File: config.mk
export PLATFORM = sky130hd
export DESIGN_NAME = priority_task_scheduler
export DESIGN_NICKNAME = d
export VERILOG_FILES = /design/src/hw/rtl/pts_pkg.sv /design/src/hw/rtl/priority_task_scheduler.sv /design/src/hw/rtl/pts_ram.sv
export SDC_FILE = /design/constraint.sdc
export NUM_CORES = 2
export LEC_CHECK = 0
export ABC_CLOCK_PERIOD_IN_PS = 46000
export BUFFER_PORTS_ARGS = -buffer_cell sky130_fd_sc_hd__buf_2
export CAP_MARGIN = 20
export CORE_MARGIN = 2
export CORE_UTILIZATION = 60
export CTS_CLUSTER_DIAMETER = 80
export DETAILED_ROUTE_END_ITERATION = 7
export PLACE_DENSITY = 0.74
export SLEW_MARGIN = 10
export SYNTH_ARGS = -nofsm -noshare
export SYNTH_HDL_FRONTEND = slang
export SYNTH_SLANG_ARGS = --single-unit
File: constraint.sdc
create_clock -name clk_i -period 46 [get_ports clk_i]
set_input_delay 2.3 -clock clk_i [delete_from_list [all_inputs] [get_ports clk_i]]
set_output_delay 2.3 -clock clk_i [all_outputs]
set_load 0.05 [all_outputs]
File: src/hw/rtl/pts_pkg.sv
// Shared constants and types of the priority task scheduler.
`default_nettype none
package pts_pkg;

  localparam int MaxTasks  = 8;
  localparam int NumLevels = 8;
  localparam int TickW     = 32;
  localparam int SlotW     = 3;
  localparam int LevelW    = 3;
  localparam int CntW      = 4;
  localparam int RingAw    = LevelW + SlotW;
  localparam int RingDepth = NumLevels * MaxTasks;
  localparam int CmdW      = 3;
  localparam int PrioW     = 8;
  localparam int InDataW   = 48;
  localparam int OutDataW  = 104;

  typedef enum logic [CmdW-1:0] {
    CmdCreate = 3'd0,
    CmdStart  = 3'd1,
    CmdDelay  = 3'd2,
    CmdTick   = 3'd3,
    CmdSwitch = 3'd4
  } cmd_e;

endpackage
`default_nettype wire

File: src/hw/rtl/priority_task_scheduler.sv
// Top level of the priority task scheduler: command sequencer and state.
//
// One command beat in, one result beat out. The block works on one command at
// a time. The ready rings of all levels live in one 64 x 3 RAM with a
// registered read, and every ring insert or removal moves entries one by one
// through that RAM, so the ring RAM port sets the cost. A rejected create goes
// straight to the result; a create shifts the entries behind the insert
// point, a delay shifts the ring entries behind the current task and files
// it in the sleep list, and a tick puts each task it wakes back in its ring.
// The next command is taken while the previous result still waits on the
// output.
// No clearing pass runs after reset.
`default_nettype none
module priority_task_scheduler
  import pts_pkg::*;
(
  input  wire logic                clk_i,
  input  wire logic                rst_ni,
  input  wire logic                s_axis_tvalid_i,
  output logic                     s_axis_tready_o,
  // tdata: task_id[2:0], task_priority[10:3], delay_ticks[42:11], zero fill
  input  wire logic [InDataW-1:0]  s_axis_tdata_i,
  // tuser: cmd[2:0]
  input  wire logic [CmdW-1:0]     s_axis_tuser_i,
  output logic                     m_axis_tvalid_o,
  input  wire logic                m_axis_tready_i,
  // tdata: current_task[2:0], current_valid[3], status[4], tick_now[36:5],
  //        next_wake_time[68:37], wrap_count[100:69], zero fill
  output logic [OutDataW-1:0]      m_axis_tdata_o
);

  typedef enum logic [3:0] {
    StIdle, StExec, StTick2, StWake, StAddRd, StAddWr, StDropRd, StDropCmp,
    StShRd, StShWr, StFile, StPick, StPickRd, StDone
  } state_e;

  localparam logic [TickW-1:0] TickOnes = '1;

  state_e state_q, ret_q;

  // captured command
  logic [CmdW-1:0]   cmd_q;
  logic [SlotW-1:0]  id_q;
  logic [PrioW-1:0]  prio_q;
  logic [TickW-1:0]  delay_q;
  logic              status_q;

  // sequencer working registers
  logic [LevelW-1:0] lv_q;
  logic [CntW-1:0]   k_q;
  logic [CntW-1:0]   pos_q;

  // task table and scheduler state
  logic              slot_used_q  [MaxTasks];
  logic [LevelW-1:0] slot_level_q [MaxTasks];
  logic [TickW-1:0]  slot_wake_q  [MaxTasks];
  logic [CntW-1:0]   ring_len_q   [NumLevels];
  logic [CntW-1:0]   ring_cur_q   [NumLevels];
  logic [NumLevels-1:0] ready_bits_q;
  logic [SlotW-1:0]  sl_q     [2][MaxTasks];
  logic [CntW-1:0]   sl_len_q [2];
  logic              near_b_q;
  logic [TickW-1:0]  tick_q, wake_q, wrap_q;
  logic [SlotW-1:0]  run_slot_q;
  logic              run_valid_q;
  logic [CntW-1:0]   total_q;

  logic                m_tvalid_q;
  logic [OutDataW-1:0] m_tdata_q;

  // ring RAM port
  logic              ram_we;
  logic [RingAw-1:0] ram_waddr, ram_raddr;
  logic [SlotW-1:0]  ram_wdata, ram_rdata;

  pts_ram #(.Width(SlotW), .Depth(RingDepth)) u_ring_ram (
    .clk_i   (clk_i),
    .we_i    (ram_we),
    .waddr_i (ram_waddr),
    .wdata_i (ram_wdata),
    .raddr_i (ram_raddr),
    .rdata_o (ram_rdata)
  );

  // highest non-empty level and its advanced cursor
  logic              pick_found;
  logic [LevelW-1:0] pick_lv;
  logic [CntW-1:0]   pick_p;
  always_comb begin
    pick_found = 1'b0;
    pick_lv    = '0;
    for (int l = 0; l < NumLevels; l++) begin
      if (ready_bits_q[l]) begin
        pick_found = 1'b1;
        pick_lv    = LevelW'(l);
      end
    end
    pick_p = (ring_cur_q[pick_lv] >= ring_len_q[pick_lv]) ? CntW'(1)
                                                          : ring_cur_q[pick_lv] + CntW'(1);
  end

  // head of the near sleep list
  logic [SlotW-1:0] head_id;
  logic [TickW-1:0] head_wake;
  assign head_id   = sl_q[near_b_q][0];
  assign head_wake = slot_wake_q[head_id];

  // ring insert set-up, shared by create and wake-up
  logic [LevelW-1:0] clamp_lv, add_lv;
  logic [SlotW-1:0]  add_id;
  logic [CntW-1:0]   add_n, add_p, add_pos;
  logic              add_mid;
  always_comb begin
    clamp_lv = (prio_q >= PrioW'(NumLevels)) ? LevelW'(NumLevels - 1)
                                             : prio_q[LevelW-1:0];
    add_lv   = (state_q == StWake) ? slot_level_q[head_id] : clamp_lv;
    add_id   = (state_q == StWake) ? head_id : id_q;
    add_n    = ring_len_q[add_lv];
    add_p    = ring_cur_q[add_lv];
    add_mid  = !(add_p == '0 || add_p > add_n);
    add_pos  = add_mid ? add_p - CntW'(1) : add_n;
  end

  // sleep list insert for delay
  logic [TickW-1:0] fw;
  logic             far;
  logic             lsel;
  logic [CntW-1:0]  ins_n, ins_pos;
  always_comb begin
    fw      = tick_q + delay_q;
    far     = fw < tick_q;
    lsel    = near_b_q ^ far;
    ins_n   = sl_len_q[lsel];
    ins_pos = '0;
    for (int e = 0; e < MaxTasks; e++) begin
      if (CntW'(e) < ins_n && slot_wake_q[sl_q[lsel][e]] <= fw) begin
        ins_pos = ins_pos + CntW'(1);
      end
    end
  end

  // ring RAM addressing per sequencer step
  always_comb begin
    ram_we    = 1'b0;
    ram_waddr = {lv_q, k_q[SlotW-1:0]};
    ram_wdata = ram_rdata;
    ram_raddr = {lv_q, k_q[SlotW-1:0]};
    case (state_q)
      StAddRd: begin
        ram_raddr = {lv_q, SlotW'(k_q - CntW'(1))};
        if (k_q == pos_q) begin
          ram_we    = 1'b1;
          ram_waddr = {lv_q, pos_q[SlotW-1:0]};
          ram_wdata = id_q;
        end
      end
      StAddWr: ram_we = 1'b1;
      StShRd:  ram_raddr = {lv_q, SlotW'(k_q + CntW'(1))};
      StShWr:  ram_we = 1'b1;
      StPick:  ram_raddr = {pick_lv, SlotW'(pick_p - CntW'(1))};
      default: ;
    endcase
  end

  assign s_axis_tready_o = (state_q == StIdle);
  assign m_axis_tvalid_o = m_tvalid_q;
  assign m_axis_tdata_o  = m_tdata_q;

  always_ff @(posedge clk_i or negedge rst_ni) begin
    if (!rst_ni) begin
      state_q      <= StIdle;
      ret_q        <= StDone;
      m_tvalid_q   <= 1'b0;
      ready_bits_q <= '0;
      near_b_q     <= 1'b0;
      tick_q       <= '0;
      wake_q       <= '0;
      wrap_q       <= '0;
      run_slot_q   <= '0;
      run_valid_q  <= 1'b0;
      total_q      <= '0;
      sl_len_q[0]  <= '0;
      sl_len_q[1]  <= '0;
      for (int t = 0; t < MaxTasks; t++) begin
        slot_used_q[t] <= 1'b0;
      end
      for (int l = 0; l < NumLevels; l++) begin
        ring_len_q[l] <= '0;
        ring_cur_q[l] <= '0;
      end
    end else begin
      // drop the result beat once taken; the done step reloads it itself
      if (m_axis_tready_i && state_q != StDone) begin
        m_tvalid_q <= 1'b0;
      end
      case (state_q)
        StIdle: begin
          if (s_axis_tvalid_i) begin
            cmd_q    <= s_axis_tuser_i;
            id_q     <= s_axis_tdata_i[2:0];
            prio_q   <= s_axis_tdata_i[10:3];
            delay_q  <= s_axis_tdata_i[42:11];
            status_q <= 1'b0;
            state_q  <= StExec;
          end
        end
        StExec: begin
          case (cmd_q)
            CmdCreate: begin
              if (slot_used_q[id_q] || total_q >= CntW'(MaxTasks)) begin
                status_q <= 1'b1;
                state_q  <= StDone;
              end else begin
                slot_used_q[id_q]  <= 1'b1;
                slot_level_q[id_q] <= clamp_lv;
                slot_wake_q[id_q]  <= '0;
                total_q            <= total_q + CntW'(1);
                if (!run_valid_q) begin
                  run_slot_q  <= id_q;
                  run_valid_q <= 1'b1;
                end else if (slot_level_q[run_slot_q] <= clamp_lv) begin
                  run_slot_q <= id_q;
                end
                ret_q <= StDone;
                if (add_n >= CntW'(MaxTasks)) begin
                  state_q <= StDone;
                end else begin
                  if (add_mid) ring_cur_q[add_lv] <= add_p + CntW'(1);
                  lv_q    <= add_lv;
                  id_q    <= add_id;
                  pos_q   <= add_pos;
                  k_q     <= add_n;
                  state_q <= StAddRd;
                end
              end
            end
            CmdStart: begin
              tick_q  <= '0;
              wake_q  <= TickOnes;
              state_q <= StPick;
            end
            CmdDelay: begin
              if (!run_valid_q) begin
                state_q <= StPick;
              end else begin
                lv_q    <= slot_level_q[run_slot_q];
                id_q    <= run_slot_q;
                k_q     <= '0;
                state_q <= StDropRd;
              end
            end
            CmdTick: begin
              tick_q <= tick_q + TickW'(1);
              if (tick_q == TickOnes) begin
                // counter wraps: far list becomes near
                near_b_q <= !near_b_q;
                wrap_q   <= wrap_q + TickW'(1);
                wake_q   <= (sl_len_q[!near_b_q] == '0) ? TickOnes
                            : slot_wake_q[sl_q[!near_b_q][0]];
              end
              state_q <= StTick2;
            end
            CmdSwitch: state_q <= StPick;
            default:   state_q <= StDone;
          endcase
        end
        StTick2: state_q <= (tick_q < wake_q) ? StPick : StWake;
        StWake: begin
          if (sl_len_q[near_b_q] == '0) begin
            wake_q  <= TickOnes;
            state_q <= StPick;
          end else if (tick_q < head_wake) begin
            wake_q  <= head_wake;
            state_q <= StPick;
          end else begin
            // pop the head and put it back in its ring
            for (int e = 0; e < MaxTasks - 1; e++) begin
              sl_q[near_b_q][e] <= sl_q[near_b_q][e+1];
            end
            sl_len_q[near_b_q] <= sl_len_q[near_b_q] - CntW'(1);
            ret_q <= StWake;
            if (add_n < CntW'(MaxTasks)) begin
              if (add_mid) ring_cur_q[add_lv] <= add_p + CntW'(1);
              lv_q    <= add_lv;
              id_q    <= add_id;
              pos_q   <= add_pos;
              k_q     <= add_n;
              state_q <= StAddRd;
            end
          end
        end
        StAddRd: begin
          if (k_q == pos_q) begin
            ring_len_q[lv_q]   <= ring_len_q[lv_q] + CntW'(1);
            ready_bits_q[lv_q] <= 1'b1;
            state_q            <= ret_q;
          end else begin
            state_q <= StAddWr;
          end
        end
        StAddWr: begin
          k_q     <= k_q - CntW'(1);
          state_q <= StAddRd;
        end
        StDropRd: begin
          state_q <= (k_q == ring_len_q[lv_q]) ? StPick : StDropCmp;
        end
        StDropCmp: begin
          if (ram_rdata == id_q) begin
            pos_q   <= k_q;
            state_q <= StShRd;
          end else begin
            k_q     <= k_q + CntW'(1);
            state_q <= StDropRd;
          end
        end
        StShRd: begin
          if (k_q + CntW'(1) < ring_len_q[lv_q]) begin
            state_q <= StShWr;
          end else begin
            ring_len_q[lv_q] <= ring_len_q[lv_q] - CntW'(1);
            if (ring_len_q[lv_q] == CntW'(1)) begin
              ready_bits_q[lv_q] <= 1'b0;
              ring_cur_q[lv_q]   <= '0;
            end else if (ring_cur_q[lv_q] >= pos_q + CntW'(1)) begin
              ring_cur_q[lv_q] <= ring_cur_q[lv_q] - CntW'(1);
            end
            state_q <= StFile;
          end
        end
        StShWr: begin
          k_q     <= k_q + CntW'(1);
          state_q <= StShRd;
        end
        StFile: begin
          slot_wake_q[id_q] <= fw;
          if (ins_n < CntW'(MaxTasks)) begin
            for (int e = 1; e < MaxTasks; e++) begin
              if (CntW'(e) > ins_pos) sl_q[lsel][e] <= sl_q[lsel][e-1];
            end
            sl_q[lsel][ins_pos[SlotW-1:0]] <= id_q;
            sl_len_q[lsel] <= ins_n + CntW'(1);
          end
          if (!far && fw < wake_q) wake_q <= fw;
          state_q <= StPick;
        end
        StPick: begin
          if (!pick_found) begin
            run_valid_q <= 1'b0;
            state_q     <= StDone;
          end else begin
            ring_cur_q[pick_lv] <= pick_p;
            state_q             <= StPickRd;
          end
        end
        StPickRd: begin
          run_slot_q  <= ram_rdata;
          run_valid_q <= 1'b1;
          state_q     <= StDone;
        end
        StDone: begin
          // hold until the output register is free
          if (!m_tvalid_q || m_axis_tready_i) begin
            m_tvalid_q <= 1'b1;
            m_tdata_q  <= {3'b000, wrap_q, wake_q, tick_q, status_q, run_valid_q,
                           run_valid_q ? run_slot_q : SlotW'(0)};
            state_q    <= StIdle;
          end
        end
        default: state_q <= StIdle;
      endcase
    end
  end

endmodule
`default_nettype wire

File: src/hw/rtl/pts_ram.sv
// Generic single-write, single-read RAM with registered read data.
`default_nettype none
module pts_ram #(
  parameter int Width = 8,
  parameter int Depth = 16
) (
  input  wire logic                     clk_i,
  input  wire logic                     we_i,
  input  wire logic [$clog2(Depth)-1:0] waddr_i,
  input  wire logic [Width-1:0]         wdata_i,
  input  wire logic [$clog2(Depth)-1:0] raddr_i,
  output logic      [Width-1:0]         rdata_o
);

  logic [Width-1:0] mem_q [Depth];

  always_ff @(posedge clk_i) begin
    if (we_i) begin
      mem_q[waddr_i] <= wdata_i;
    end
    rdata_o <= mem_q[raddr_i];
  end

endmodule
`default_nettype wire

Yosys cells after proc, flatten, opt, wreduce, memory -nomap -nowiden --
Memories as Yosys holds them, arrays and structs flattened. A register that Yosys moved wholly into a read port is not among the register bits. Cells that the tools add are included.
Operators by class: eq/ne operators 51, div/mod/pow operators 0, bitwise logic cells 38, $lt $le $gt $ge 54, reductions and logical operators 74, add/sub/neg operators 23, multiplexer cells 258, shift operators 0, $mul 0
Operator list (number):
- $mux 32 | 19
- $mux 4 | 65
- $le 32x32->1 | 8
- $pmux 32 s2 | 3
- $bwmux 32 | 5
- $lt 32x32->1 | 4
- $pmux 32 s4 | 1
- $pmux 32 s3 | 1
- $mux 3 | 31
- $mux 1 | 89
- $bmux 4 s3 | 6
- $mux 24 | 3
- $add 32x1->32 const B | 2
- $add 4x1->4 const B | 14
- $pmux 4 s14 | 1
- $mux 8 | 6
- $demux 4 s3 | 3
- $add 32x32->32 | 1
- $and 32x32->32 | 1
- $eq 32x32->1 const B | 1
- $ne 2x2->1 const B | 16
- $not 32->32 | 1
- $pmux 8 s2 | 2
- $reduce_and 10->1 | 3
- other kinds (74) | 212
Word-level totals: input bits 55, bits in registers 361, RAM bits 520, logic and storage cells 549, ROM bits 0, latch bits 0, memories 4, output and inout bits 106
Memory list:
- slot_wake_q | depth 8, bits a word 32, rd ports 10, clocked after memory_dff 0, write ports 1, line priority_task_scheduler.sv:56 | logic [TickW-1:0] slot_wake_q [MaxTasks];
- u_ring_ram.mem_q | depth 64, bits a word 3, rd ports 1, clocked after memory_dff 1, write ports 1, line pts_ram.sv:15 | logic [Width-1:0] mem_q [Depth];
- sl_q | depth 2, bits a word 24, rd ports 3, clocked after memory_dff 0, write ports 1, line priority_task_scheduler.sv:60 | logic [SlotW-1:0] sl_q [2][MaxTasks];
- slot_level_q | depth 8, bits a word 3, rd ports 2, clocked after memory_dff 0, write ports 1, line priority_task_scheduler.sv:55 | logic [LevelW-1:0] slot_level_q [MaxTasks];

Longest topological paths before layout --
depth in word-level cells 33, gate-level depth with buffers 69, mapped depth without buffers 65

Modules after synthesis --
From an unflattened synthesis, not the netlist that was laid out.
Second synthesis, totals: cell total of the unflattened synthesis 5703, area total of the unflattened synthesis 68311.8 µm²
By module, submodules not included:
- priority_task_scheduler | sequential area each 19630.1 µm², instances 1, cells an instance 5271, area each 60396.7 µm²
- pts_ram | sequential area each 5825.6 µm², instances 1, cells an instance 432, area each 7915.1 µm²

Worst setup path before layout --
No wires, ideal clock.
path type flip-flop to flip-flop, from reg tick_q[0], to mem sl_q[0][15] (netlist bit), enable pin, stages on the path, launching flop included 68, period minus slack after synthesis 14.576 ns, path slack 31.424 ns, arrival 14.221 ns, setup time 0.355 ns, cells stage by stage dfrtp_1 > ha_1 > inv_1 > fa_1 > nor2b_1 > o21ai_0 > a21oi_1 > o21a_1 > o21ai_0 > a21oi_1 > o31ai_1 > o221ai_1 > a211oi_1 > nor3_1 > o31a_1 > nor2_1 > xor2_1 > inv_1 > (+32 left out) > nand4_1 > nand2b_1 > ha_1 > nand2b_1 > and2_1 > ha_1 > nor3b_1 > a31o_2 > ha_1 > mux2_2 > ha_1 > and2_1 > and3_1 > a21oi_1 > xor2_2 > nand4_1 > a21o_1 > o31ai_1
Between the ends: longest elaborated chain between the ends 33, elaborated cells on any way between the ends 131
RTL lines:
- from (decl) | line priority_task_scheduler.sv:63 | logic [TickW-1:0] tick_q, wake_q, wrap_q;
- from (signal assigned) | line priority_task_scheduler.sv:253 | tick_q <= tick_q + TickW'(1);
- parallel branches: the longest is 33 deep, another holds $add 32x32->32
- to (decl) | line priority_task_scheduler.sv:60
Several ways; the timed one is not identified. The select of a mux whose other input is x is not followed.

Worst setup path after layout --
from reg tick_q[2], to mem sl_q[0][14] (netlist bit) (data pin)
Between the ends: longest elaborated chain between the ends 33, elaborated cells on any way between the ends 125
RTL lines:
- parallel branches: the longest is 32 deep, another holds $add 32x32->32
- $mux 24 (no line) *
Every way passes the cells marked *. The select of a mux whose other input is x is not followed.

==> results.json <==
{
  "ys.flop_type": "edfxtp_1",
  "vias": 55500,
  "grt_first_pass_wirelength_mm": 346,
  "slew_headroom": 0.144,
  "dpl.hpwl_mm": 156,
  "ant_nets": 0,
  "clock_sinks": 882,
  "final_util": 0.661,
  "cp_slowest_cell": "clkinv_1",
  "yosysMostFrequentCell": "nand2_1",
  "grt_max_degree": 74,
  "area.sequential_sq_mm": 0.0255,
  "powerDensity_mw_per_mm2": 46.4,
  "reg2reg_depth": 61,
  "setup_viol": 0,
  "rows": 123,
  "crit_required_ns": 46.46,
  "clk_path_buf_depth": 3,
  "ir_drop_mv": 0.0514,
  "setup_tns_ns": 0,
  "max_freq_ghz": 0.0518,
  "cp_max_fo": 32,
  "synth_commonest_cells": "nand2_1 (829), edfxtp_1 (679), mux4_2 (654), ha_1 (457), nor2_1 (334)",
  "tightest_slew_ns": 1.27,
  "fp.dieArea_sq_mm": 0.116,
  "cts_made_buffers": 95,
  "final-hold-violation-count": 0,
  "die_y_microns": 340,
  "ys_seq_elements": 882,
  "cts_setup_buffers": 0,
  "max_stage_delay_ns": 1.04,
  "avgSynthCellArea_sq_um": 11.6,
  "io_buffers": 152,
  "cap_violations": 0,
  "io_pins": 161,
  "coreArea_sq_mm": 0.112,
  "synth_top_area_share": 0.300,
  "grt_overflow": 0,
  "status": "finished clean",
  "clockRootBuffer": "clkbuf_16",
  "yosysWarnings": 0,
  "htreeDepth": 3,
  "start_kind": "flop",
  "start_util": 0.605,
  "total_power_mw": 3.44,
  "slew_viol_final": 0,
  "grtUsageTotal": 0.401,
  "cts-hold-fix-buffers": 0,
  "fin_hold_ws_ns": 0.449,
  "place_congestion": 1.03,
  "cts-resized-gates": 0,
  "clock_latency_ns": 0.75,
  "synth_edf_count": 679,
  "syn_inst": 5842,
  "drc": 0,
  "dpl.cell_count": 7245,
  "nets": 6363,
  "fillers": 8244,
  "async_flop_share": 0.227,
  "arrival_ns": 19.78,
  "fin_cells": 7435,
  "die_x_microns": 340,
  "final_layout_size_suffix_gt1_frac": 0.222,
  "reg2reg_setup_slack_ns": 26.68,
  "synthToLayoutAreaGrowth_pct": 9.25,
  "grt_pass1_vias": 53700,
  "critPathMostFrequentCell": "ha_1",
  "grt_antenna_before_repair": 7,
  "synth_top_area_cell": "edfxtp_1",
  "synth_sequential_area_ratio": 0.375,
  "dr.pass1.iters": 7,
  "yosys.cell_types.count": 100,
  "hold_depth": 0,
  "clock_skew_ns": 0.103,
  "synth_area_sq_mm": 0.0679,
  "via_per_inst": 7.46,
  "fin_crit_sh": 0.420,
  "hold_path_class": "reg2reg",
  "p_leak_nw": 29.1,
  "multiInputGateArea_sq_mm": 0.0408,
  "finalWirelength_mm": 234,
  "drtIter0Drc": 8856,
  "synth_area_leaders": "edfxtp_1 (30%), mux4_2 (22%), ha_1 (8.4%), dfrtp_1 (7.3%), nand2_1 (4.6%)",
  "end_kind": "flop",
  "critPathKind": "reg2reg",
  "cts_tree": "yes",
  "wire_per_inst_microns": 31.5,
  "rsz0062_at_grt": "false",
  "cts.reportedPaths.clkPinSlew_ns": 0.06,
  "layout_min_cycle_time_ns": 19.32
}
[worst max-delay path, delay by kind of cell (launching register included)]
family / cells / cell delay [ns]
and+or+nand+nor: 18 / 3.47
adders and majority gates: 9 / 2.67
muxes: 2 / 0.68
DFF: 1 / 0.63
xor gates and xnor gates: 4 / 1.28
buffers and inverters: 6 / 3.44
AOI/OAI and AO/OA: 22 / 6.69
[registers in the layout, summed over array words and instances, names as in the netlist, 4 cells and up, named ones only]
name and flops:
delay_q 32, k_q 4, m_axis_tdata_o 101, pos_q 4, prio_q 8, ring_cur_q 32, ring_len_q 32, sl_len_q 8
sl_q 48, slot_level_q 24, slot_used_q 8, slot_wake_q 256, state_q 4, tick_q 32, total_q 4, u_ring_ram.mem_q 192
wake_q 32, wrap_q 32
[worst paths after layout]
check / startpoint / end
setup / recovery: tick_q[2]$_DFFE_PN0P_ / sl_q[0][14]$_DFFE_PP_
hold / removal: wake_q[7]$_DFFE_PN0P_ / m_axis_tdata_o[44]$_DFFE_PP_
setup reg to reg: tick_q[2]$_DFFE_PN0P_ / sl_q[0][14]$_DFFE_PP_
hold reg to reg: wake_q[7]$_DFFE_PN0P_ / m_axis_tdata_o[44]$_DFFE_PP_
max in group asynchronous: rst_ni / ring_cur_q[14]$_DFFE_PN0P_
min in group asynchronous: rst_ni / wrap_q[8]$_DFFE_PN0P_
[routing by layer]
layer | part of all wire | vias to the layer above | routed length (microns) | GRT usage
met4 | 0.061 | 12 | 14300 | 0.203
met3 | 0.17 | 1034 | 38700 | 0.176
li1 | - | 22900 | - | -
met5 | 0.0012 | - | 273 | 0
met1 | 0.35 | 27000 | 82100 | 0.522
met2 | 0.42 | 4548 | 98700 | 0.573
[cells by family (layout without fill, tap and decap cells)]
family	Yosys count	count (layout)	synth area share
compound gates	1119	1119	0.110
buf+inv	555	643	0.0319
xor+xnor	139	139	0.0186
simple gates	1707	1707	0.113
flops	882	882	0.375
fa+ha+maj	458	458	0.0845
other cells	1	6	0.0000552
mux	981	981	0.268
[per-stage QoR]
stage                     cell area (sq um)  worst slack (ns)
final                                 74200             26.68
after global routing                  74200             26.04
after CTS                             74100             27.47
after detailed placement              70600             27.60
after global placement                70600             28.07
after floorplan                       67900             31.42
[layout by cell type, fill, tap and decap left out, types with 160 or more instances in the layout]
cell type  synthesis  routed
a21oi_1          289     287
dfrtp_1          199     198
edfxtp_1         679     679
ha_1             457     457
inv_1            173     173
mux2i_1          196     170
mux4_2           654     654
nand2_1          829     829
nor2_1           334     322
o21ai_0          162     160
[where the power goes]
group	switching [mW]	internal (mW)
clock	0.353	0.502
sequential	0.107	0.968
combinational	0.984	0.531
[cell type report]
type,instances,share of cell area
multi-input cells,4407,0.550
flip-flops and latches,882,0.343
clock buffers,126,0.0355
well taps,1500,0.0253
repair buffers,285,0.0245
clock inverters,53,0.0122
inverters,179,0.00905
diodes,3,0.000101
No activity file was read; power rests on OpenSTA's default activity.
